--- config.mk ---
export PLATFORM = sky130hd
export DESIGN_NAME = text_encoding_detector_top
export DESIGN_NICKNAME = d
export VERILOG_FILES = /design/src/sv/ted_pkg.sv /design/src/sv/ted_utf8.sv /design/src/sv/ted_stats.sv /design/src/sv/ted_verdict.sv /design/src/sv/text_encoding_detector_top.sv
export SDC_FILE = /design/constraint.sdc
export NUM_CORES = 1
export LEC_CHECK = 0
export BUFFER_PORTS_ARGS = -buffer_cell sky130_fd_sc_hd__buf_2
export CAP_MARGIN = 20
export CELL_PAD_IN_SITES_DETAIL_PLACEMENT = 0
export CELL_PAD_IN_SITES_GLOBAL_PLACEMENT = 1
export CORE_AREA = 2 2 155 127
export CTS_BUF_LIST = sky130_fd_sc_hd__clkbuf_8 sky130_fd_sc_hd__clkbuf_16
export DETAILED_ROUTE_END_ITERATION = 8
export DIE_AREA = 0 0 157 129
export HOLD_SLACK_MARGIN = 0.06
export PLACE_DENSITY = 0.85
export SLEW_MARGIN = 0
export SYNTH_ARGS = -nofsm -noshare
export SYNTH_HDL_FRONTEND = slang
export SYNTH_SLANG_ARGS = --single-unit
--- constraint.sdc ---
create_clock -name clk -period 15.65 [get_ports clk]
set_input_delay 0.7825 -clock clk [delete_from_list [all_inputs] [get_ports clk]]
set_output_delay 0.7825 -clock clk [all_outputs]
set_load 0.02 [all_outputs]
--- src/sv/ted_pkg.sv ---
// package: widths, codes and shared types of the text encoding detector
`timescale 1ns / 1ps
package ted_pkg;

	localparam int ZERO_WINDOW = 4096;
	localparam int HIGH_WINDOW = 8192;
	localparam int COUNT_CAP   = (ZERO_WINDOW > HIGH_WINDOW) ? ZERO_WINDOW : HIGH_WINDOW;

	localparam int COUNT_W  = $clog2(COUNT_CAP + 1);
	localparam int SAMPLE_W = $clog2(ZERO_WINDOW + 1);
	localparam int ZCNT_W   = $clog2((ZERO_WINDOW + 1) / 2 + 1);
	// wide enough for 30 * (zero count + 1) and for the sample
	localparam int CMP_W    = ((ZCNT_W + 5) > SAMPLE_W) ? (ZCNT_W + 5) : SAMPLE_W;

	typedef enum logic [2:0] {
		ENC_NONE     = 3'd0,
		ENC_UTF16LE  = 3'd1,
		ENC_UTF16BE  = 3'd2,
		ENC_UTF8     = 3'd3,
		ENC_CODEPAGE = 3'd4
	} enc_t;

	typedef enum logic [2:0] {
		BY_NONE  = 3'd0,
		BY_BOM   = 3'd1,
		BY_ZEROS = 3'd2,
		BY_UTF8  = 3'd3,
		BY_HIGH  = 3'd4
	} by_t;

	// buffer statistics as they stand after the current byte
	typedef struct packed {
		logic [COUNT_W-1:0] count;
		logic [7:0]         head0;
		logic [7:0]         head1;
		logic [7:0]         head2;
		logic [ZCNT_W-1:0]  zeros_even;
		logic [ZCNT_W-1:0]  zeros_odd;
		logic               high_seen;
	} stats_view_t;

	// utf-8 checker view after the current byte
	typedef struct packed {
		logic broken;
		logic open_seq;
	} utf8_view_t;

endpackage

--- src/sv/ted_utf8.sv ---
// streaming utf-8 validity checker
`timescale 1ns / 1ps
module ted_utf8 import ted_pkg::*; (
	input  logic       clk,
	input  logic       arst_n,
	input  logic       step,
	input  logic       last,
	input  logic [7:0] data,
	output utf8_view_t view
);

	logic [1:0] cont_q, cont_d;
	logic [7:0] lead_q, lead_d;
	logic       second_q, second_d;
	logic       broken_q, broken_d;

	always_comb begin
		cont_d   = cont_q;
		lead_d   = lead_q;
		second_d = second_q;
		broken_d = broken_q;
		if (!broken_q) begin
			if (cont_q == 2'd0) begin
				if (data[7]) begin
					if (data[7:5] == 3'b110) begin
						if (data < 8'hC2) begin
							broken_d = 1'b1;
						end else begin
							cont_d   = 2'd1;
							lead_d   = data;
							second_d = 1'b1;
						end
					end else if (data[7:4] == 4'b1110) begin
						cont_d   = 2'd2;
						lead_d   = data;
						second_d = 1'b1;
					end else if (data[7:3] == 5'b11110) begin
						cont_d   = 2'd3;
						lead_d   = data;
						second_d = 1'b1;
					end else begin
						broken_d = 1'b1;
					end
				end
			end else if (data[7:6] != 2'b10) begin
				broken_d = 1'b1;
			end else if (second_q && lead_q == 8'hE0 && data < 8'hA0) begin
				// overlong three-byte form
				broken_d = 1'b1;
			end else if (second_q && lead_q == 8'hF0 && data < 8'h90) begin
				// overlong four-byte form
				broken_d = 1'b1;
			end else begin
				second_d = 1'b0;
				cont_d   = cont_q - 2'd1;
			end
		end
	end

	assign view.broken   = broken_d;
	assign view.open_seq = (cont_d != 2'd0);

	always_ff @(posedge clk or negedge arst_n) begin
		if (!arst_n) begin
			cont_q   <= '0;
			lead_q   <= '0;
			second_q <= 1'b0;
			broken_q <= 1'b0;
		end else if (step) begin
			if (last) begin
				cont_q   <= '0;
				lead_q   <= '0;
				second_q <= 1'b0;
				broken_q <= 1'b0;
			end else begin
				cont_q   <= cont_d;
				lead_q   <= lead_d;
				second_q <= second_d;
				broken_q <= broken_d;
			end
		end
	end

	a_broken_sticky: assert property (@(posedge clk) disable iff (!arst_n)
		broken_q && !(step && last) |=> broken_q)
		else $error("utf-8 broken flag dropped inside a buffer");

endmodule

--- src/sv/ted_stats.sv ---
// byte counter, head bytes, zero counts and high byte flag
`timescale 1ns / 1ps
module ted_stats import ted_pkg::*; (
	input  logic        clk,
	input  logic        arst_n,
	input  logic        step,
	input  logic        last,
	input  logic [7:0]  data,
	output stats_view_t view
);

	logic [COUNT_W-1:0] count_q;
	logic [7:0]         head_q [3];
	logic [ZCNT_W-1:0]  zeven_q;
	logic [ZCNT_W-1:0]  zodd_q;
	logic               high_q;

	logic in_zero_win;
	logic is_zero;

	assign in_zero_win = ({1'b0, count_q} < (COUNT_W + 1)'(ZERO_WINDOW));
	assign is_zero     = (data == 8'h00);

	always_comb begin
		view.count      = (count_q < COUNT_W'(COUNT_CAP)) ? count_q + COUNT_W'(1) : count_q;
		view.head0      = (count_q == COUNT_W'(0)) ? data : head_q[0];
		view.head1      = (count_q == COUNT_W'(1)) ? data : head_q[1];
		view.head2      = (count_q == COUNT_W'(2)) ? data : head_q[2];
		view.zeros_even = zeven_q;
		view.zeros_odd  = zodd_q;
		if (in_zero_win && is_zero) begin
			if (count_q[0]) begin
				view.zeros_odd = zodd_q + ZCNT_W'(1);
			end else begin
				view.zeros_even = zeven_q + ZCNT_W'(1);
			end
		end
		view.high_seen = high_q |
			(data[7] & ({1'b0, count_q} < (COUNT_W + 1)'(HIGH_WINDOW)));
	end

	always_ff @(posedge clk or negedge arst_n) begin
		if (!arst_n) begin
			count_q   <= '0;
			head_q[0] <= '0;
			head_q[1] <= '0;
			head_q[2] <= '0;
			zeven_q   <= '0;
			zodd_q    <= '0;
			high_q    <= 1'b0;
		end else if (step) begin
			if (last) begin
				count_q   <= '0;
				head_q[0] <= '0;
				head_q[1] <= '0;
				head_q[2] <= '0;
				zeven_q   <= '0;
				zodd_q    <= '0;
				high_q    <= 1'b0;
			end else begin
				count_q   <= view.count;
				head_q[0] <= view.head0;
				head_q[1] <= view.head1;
				head_q[2] <= view.head2;
				zeven_q   <= view.zeros_even;
				zodd_q    <= view.zeros_odd;
				high_q    <= view.high_seen;
			end
		end
	end

	a_clear_after_last: assert property (@(posedge clk) disable iff (!arst_n)
		step && last |=> count_q == '0 && zeven_q == '0 && zodd_q == '0 && !high_q)
		else $error("statistics not cleared after last byte");

	a_count_moves: assert property (@(posedge clk) disable iff (!arst_n)
		step && !last && count_q < COUNT_W'(COUNT_CAP) |=> count_q == $past(count_q) + 1'b1)
		else $error("byte counter missed a byte");

endmodule

--- src/sv/ted_verdict.sv ---
// decision logic: byte-order mark, zero heuristic, utf-8 validity, high byte
`timescale 1ns / 1ps
module ted_verdict import ted_pkg::*; (
	input  stats_view_t stats,
	input  utf8_view_t  utf8,
	output enc_t        encoding,
	output by_t         decided_by,
	output logic        utf8_valid
);

	logic [CMP_W-1:0] sample;
	logic [CMP_W-1:0] zodd, zeven;
	logic [CMP_W-1:0] zodd_x6, zeven_x6, zodd_x30, zeven_x30;
	logic             odd_many, even_many, odd_few, even_few;
	logic             long_enough;

	assign sample = ({1'b0, stats.count} >= (COUNT_W + 1)'(ZERO_WINDOW)) ?
		CMP_W'(ZERO_WINDOW) : CMP_W'(stats.count);
	assign zodd  = CMP_W'(stats.zeros_odd);
	assign zeven = CMP_W'(stats.zeros_even);

	// z > s/6 is 6z > s; z < s/30 is 30(z+1) <= s
	assign zodd_x6   = (zodd << 2) + (zodd << 1);
	assign zeven_x6  = (zeven << 2) + (zeven << 1);
	assign zodd_x30  = ((zodd + CMP_W'(1)) << 5) - ((zodd + CMP_W'(1)) << 1);
	assign zeven_x30 = ((zeven + CMP_W'(1)) << 5) - ((zeven + CMP_W'(1)) << 1);

	assign odd_many  = zodd_x6 > sample;
	assign even_many = zeven_x6 > sample;
	assign odd_few   = zodd_x30 <= sample;
	assign even_few  = zeven_x30 <= sample;

	assign utf8_valid  = !(utf8.broken || utf8.open_seq);
	assign long_enough = stats.count >= COUNT_W'(2);

	always_comb begin
		encoding   = ENC_NONE;
		decided_by = BY_NONE;
		if (long_enough) begin
			if (stats.head0 == 8'hFF && stats.head1 == 8'hFE) begin
				encoding   = ENC_UTF16LE;
				decided_by = BY_BOM;
			end else if (stats.head0 == 8'hFE && stats.head1 == 8'hFF) begin
				encoding   = ENC_UTF16BE;
				decided_by = BY_BOM;
			end else if (stats.count >= COUNT_W'(3) && stats.head0 == 8'hEF &&
					stats.head1 == 8'hBB && stats.head2 == 8'hBF) begin
				encoding   = ENC_UTF8;
				decided_by = BY_BOM;
			end else if (odd_many && even_few) begin
				encoding   = ENC_UTF16LE;
				decided_by = BY_ZEROS;
			end else if (even_many && odd_few) begin
				encoding   = ENC_UTF16BE;
				decided_by = BY_ZEROS;
			end else if (utf8_valid) begin
				encoding   = ENC_UTF8;
				decided_by = BY_UTF8;
			end else if (stats.high_seen) begin
				encoding   = ENC_CODEPAGE;
				decided_by = BY_HIGH;
			end
		end
	end

endmodule

--- src/sv/text_encoding_detector_top.sv ---
// top level of the text encoding detector
`timescale 1ns / 1ps
// Text encoding detector. Bytes of a buffer stream in one per transfer, the
// final byte flagged by last_byte; that byte yields one result transfer with
// the encoding verdict, the rule that decided it and the utf-8 validity flag.
// Other bytes yield nothing. The block takes one byte every cycle unless the
// stall below holds it: a byte sits in the input register until the edge at which
// the statistics and utf-8 checker update, and the verdict is captured in the
// output register at that same edge, so out_valid rises as the last byte leaves
// the input register and the result waits there for out_ready. The only stall comes
// from the output side: a last byte waits in the input register while an
// earlier result is still not taken, and then in_ready follows out_ready.
// After each last byte all statistics return to their reset values, so the next
// byte opens a new buffer.
module text_encoding_detector_top import ted_pkg::*; (
	input  logic       clk,
	input  logic       arst_n,
	input  logic       in_valid,
	output logic       in_ready,
	input  logic [7:0] data_byte,
	input  logic       last_byte,
	output logic       out_valid,
	input  logic       out_ready,
	output logic [2:0] encoding,
	output logic [2:0] decided_by,
	output logic       utf8_valid
);

	// input register
	logic       valid_s1;
	logic [7:0] byte_s1;
	logic       last_s1;

	// result register
	logic       out_valid_q;
	logic [2:0] encoding_q;
	logic [2:0] decided_by_q;
	logic       utf8_valid_q;

	logic        s1_go;
	logic        out_free;
	stats_view_t stats;
	utf8_view_t  utf8;
	enc_t        enc_d;
	by_t         by_d;
	logic        valid_d;

	// result slot is free when empty or being drained this cycle
	assign out_free = !out_valid_q || out_ready;
	// plain bytes always move on; a last byte needs the result slot
	assign s1_go    = valid_s1 && (!last_s1 || out_free);
	assign in_ready = !valid_s1 || s1_go;

	ted_stats u_stats (
		.clk    (clk),
		.arst_n (arst_n),
		.step   (s1_go),
		.last   (last_s1),
		.data   (byte_s1),
		.view   (stats)
	);

	ted_utf8 u_utf8 (
		.clk    (clk),
		.arst_n (arst_n),
		.step   (s1_go),
		.last   (last_s1),
		.data   (byte_s1),
		.view   (utf8)
	);

	ted_verdict u_verdict (
		.stats      (stats),
		.utf8       (utf8),
		.encoding   (enc_d),
		.decided_by (by_d),
		.utf8_valid (valid_d)
	);

	// input register control
	always_ff @(posedge clk or negedge arst_n) begin
		if (!arst_n) begin
			valid_s1 <= 1'b0;
		end else if (in_ready) begin
			valid_s1 <= in_valid;
		end
	end

	// input register payload
	always_ff @(posedge clk) begin
		if (in_valid && in_ready) begin
			byte_s1 <= data_byte;
			last_s1 <= last_byte;
		end
	end

	// result register control
	always_ff @(posedge clk or negedge arst_n) begin
		if (!arst_n) begin
			out_valid_q <= 1'b0;
		end else if (s1_go && last_s1) begin
			out_valid_q <= 1'b1;
		end else if (out_ready) begin
			out_valid_q <= 1'b0;
		end
	end

	// result register payload
	always_ff @(posedge clk) begin
		if (s1_go && last_s1) begin
			encoding_q   <= enc_d;
			decided_by_q <= by_d;
			utf8_valid_q <= valid_d;
		end
	end

	assign out_valid  = out_valid_q;
	assign encoding   = encoding_q;
	assign decided_by = decided_by_q;
	assign utf8_valid = utf8_valid_q;

	// a verdict of none goes with a decider of none, and only then
	a_none_pairs: assert property (@(posedge clk) disable iff (!arst_n)
		out_valid_q |-> ((encoding_q == ENC_NONE) == (decided_by_q == BY_NONE)))
		else $error("encoding and decider disagree on none");

	// a utf-8 validity verdict requires a valid buffer
	a_utf8_rule: assert property (@(posedge clk) disable iff (!arst_n)
		out_valid_q && decided_by_q == BY_UTF8 |-> utf8_valid_q && encoding_q == ENC_UTF8)
		else $error("utf-8 rule decided on an invalid buffer");

	// a last byte leaving the input register always produces a result
	a_last_gives_result: assert property (@(posedge clk) disable iff (!arst_n)
		s1_go && last_s1 |=> out_valid_q)
		else $error("last byte left no result");

	// a waiting result is never overwritten
	a_no_overwrite: assert property (@(posedge clk) disable iff (!arst_n)
		out_valid_q && !out_ready |-> !(s1_go && last_s1))
		else $error("pending result overwritten");

endmodule
==> results.ini <==
[drt]
top_layer = met4
first_pass_iters = 6
wl_per_cell_um = 18.85
route.detailed.drc = 0
drtAntennaViolNets = 0
num_vias = 8930
dr_wl_met2_um = 11310
met1_length_um = 13570
vias_per_cell = 6.125
drt_iter0_drc = 890
wl_met3_um = 2061
wl_um = 27490

[worst_setup_path]
required_ns = 15.83
critPathBufInv = 2
critPathTopFamily = simple AND/OR/NAND/NOR gates
cpPeakStageDelay_ns = 0.62
rr_startpoint = byte_s1[4]
crit_type = register to register
slowest_stage = nor4_1
start_kind = register
worstPathArrival_ns = 7.82
critPathLaunch = byte_s1[4]
end_kind = register
cp_max_fo = 13

[synth]
synthTopCellsByArea = dfrtp_1 (20%), ha_1 (13%), xnor2_1 (6.5%)
syn_inst = 1219
synth_top_family_by_area = simple AND/OR/NAND/NOR gates
ys_seq_area_frac = 0.2442
yosys.area_share.simple = 0.2406
synthFlopType = dfrtp_1
synth_top_area_share = 0.1979
synthDistinctLibCells = 82
synthMuxAreaShare = 0.02030
synth_compound_area_frac = 0.2123
yosysTopAreaCell = dfrtp_1
synth_warnings = 0
synthAdderAreaFrac = 0.1331
synth_edf_count = 15
synth_area_per_cell_sq_um = 7.988
ys_ff_latch = 92
async_flop_share = 0.8370
synth_xor_area_frac = 0.09869
netlist_area_sq_mm = 0.009737

[timing]
tns_ns = 0
hold_viol_final = 0
period_minus_slack_ns = 7.645
clock.fmax_mhz = 130.8
drv_slew = 0
worstMarginPinSlew_ns = 0.8899
rsz0062_at_grt = false
finalCritPeriodShare = 0.4885
setup_viol = 0
maxSlewHeadroom = 0.4005
fin_worst_skew_ns = 0.009906
layout_setup_ws_ns = 8.005

[pwr]
p_leak_nw = 4.396
power_density_mw_per_mm2 = 122.7
ir_drop_mv = 0.09342

[clocking]
cts_sinks = 92
clockBufferDepth = 2
cts_root_buffer = clkbuf_16
h-tree-depth = 3
cts_buffers = 9
holdBufCountCts = 0
cts_resized = 0
insertion_delay_ns = 0.35
cts_tree = done
postCtsSetupBuffers = 0
clk_pin_slew_ns = 0.07

[floorplan]
row_count = 45
die_x_um = 157
dieArea_sq_mm = 0.02025
core-area_sq_mm = 0.01864
pin_count = 22
dieHeight_um = 129
start_util = 0.5225

[cells_and_area]
nets = 1308
diodes = 0
drive_gt1_frac = 0.05750
synthToLayoutAreaGrowth_pct = 5.744
post-route-util = 0.5525

[global_routing]
grt_max_degree = 78
grt_usage = 0.2803
gr-total-overflow = 0
grt_pass1_vias = 8253
grt_pass1_wl_um = 44490
antenna_found_initial = 0

[run]
cap_violations = 0

[placed_design]
gp_congestion = 0.9674
dp_slack_ns = 8.109
post-dp-hpwl_um = 20940
port_buffers = 21

[outcome]
status = finished, final reports clean

[hold_path]
hold_class = input port to async pin

-- cells in the final DEF, fill, tap and decap left out, drive strengths merged, types with 23 or more instances in the layout --
cell type  count
o21ai        104
a21oi         62
nand4         24
nand2        138
a21o          23
a22oi         27
ha            98
nor3          33
xnor2         72
dfrtp         77
buf           27
inv           63
nor2          80
xor2          30
nand3         40
-- path summary, 6_finish.rpt --
kind	endpoint	slack, ns	cells after the start
hold / removal	out_valid	0.24	1
setup / recovery	encoding[0]	8.01	28
max in group asynchronous	u_stats.zeven_q[11]	14.84	2
setup reg to reg	encoding[0]	8.01	28
hold reg to reg	u_utf8.lead_q[6]	0.49	1
min in group clk	u_utf8.lead_q[6]	0.49	1
-- final cells by class --
| class | instances | area [sq um] |
|---|---|---|
| Clock buffer | 9 | 225.2 |
| Timing Repair Buffer | 27 | 172.7 |
| Fill cell | 1724 | 8341 |
| Sequential cell | 92 | 2377 |
| Clock inverter | 7 | 91.34 |
| Multi-Input combinational cell | 1005 | 6882 |
| Inverter | 60 | 225.2 |
| Tap cell | 258 | 322.8 |
-- Yosys cell counts (4+ instances only) --
| master | count |
|---|---|
| nor3_1 | 32 |
| and4_1 | 6 |
| clkbuf_1 | 58 |
| xor2_1 | 30 |
| nor3b_1 | 9 |
| or3_1 | 9 |
| nor4_1 | 19 |
| nand2_1 | 138 |
| o21bai_1 | 4 |
| a22o_1 | 11 |
| and3_1 | 16 |
| xnor2_1 | 72 |
| a21oi_1 | 61 |
| o22ai_1 | 10 |
| mux2i_1 | 13 |
| nand3_1 | 39 |
| o21ai_0 | 103 |
| o211ai_1 | 5 |
| dfrtp_1 | 77 |
| a211oi_1 | 7 |
| mux2_2 | 6 |
| nand3b_1 | 4 |
| nand4b_1 | 8 |
| and2_1 | 12 |
| nand4_1 | 23 |
| o31ai_1 | 4 |
| a21o_1 | 23 |
| a31oi_1 | 13 |
| nor4bb_1 | 4 |
| or2_2 | 7 |
| a22oi_1 | 27 |
| inv_1 | 59 |
| edfxtp_1 | 15 |
| nand2b_1 | 15 |
| nor4b_1 | 6 |
| o21a_1 | 8 |
| nor2_1 | 80 |
| nor2b_1 | 15 |
| ha_1 | 98 |
-- sequential cells by signal (all words and copies together), names as in the netlist --
name and flops:
u_stats.head_q 24, out_valid 1, u_utf8.broken_q 1, decided_by 3, last_s1 1, u_stats.high_q 1, u_stats.zeven_q 12, encoding 2
u_utf8.lead_q 8, u_stats.count_q 14, valid_s1 1, utf8_valid 1, u_stats.zodd_q 12, u_utf8.second_q 1, u_utf8.cont_q 2, byte_s1 8
-- worst register-to-register path, delay by kind of cell (launching register included) --
kind / cells / cell delay [ns]
AOI/OAI and AO/OA: 10 / 1.81
buffers and inverters: 2 / 0.21
DFF: 1 / 0.56
adders and majority gates: 3 / 0.90
and+or+nand+nor: 10 / 3.04
xor gates and xnor gates: 3 / 0.92
-- kinds of logic (layout without fill, tap and decap cells) --
kind of cell,after synthesis,after routing
mux,19,19
fa+ha+maj,103,103
buf+inv,125,103
xor+xnor,105,105
simple gates,454,454
compound gates,320,320
other cells,1,4
flops,92,92
-- report_power, final --
part	internal (W)	total, W	leakage [nW]	switching (W)
clock network	0.000128	0.000232	0.152	0.000104
registers	0.000297	0.000361	1.18	0.0000644
logic	0.000284	0.000670	3.06	0.000385
-- per-stage QoR --
step           hold WS [ns]  std cells  power [W]  instance area [sq um]
2_1_floorplan        0.4499       1222  0.0008585                   9748
3_3_place_gp         0.4619       1441   0.001016                   9952
3_5_place_dp         0.4713       1441   0.001023                   9952
4_1_cts              0.4868       1457   0.001259                  10270
5_1_grt              0.2304       1458   0.001366                  10300
6_report             0.2399       1458   0.001263                  10300
-- routing by layer --
metal | vias up | track usage
li1 | 4394 | -
met1 | 4182 | 0.4256
met2 | 311 | 0.4102
met3 | 43 | 0.04985
met4 | 0 | 0.07016
met5 | - | 0
Power figures use the tool's default switching activity.
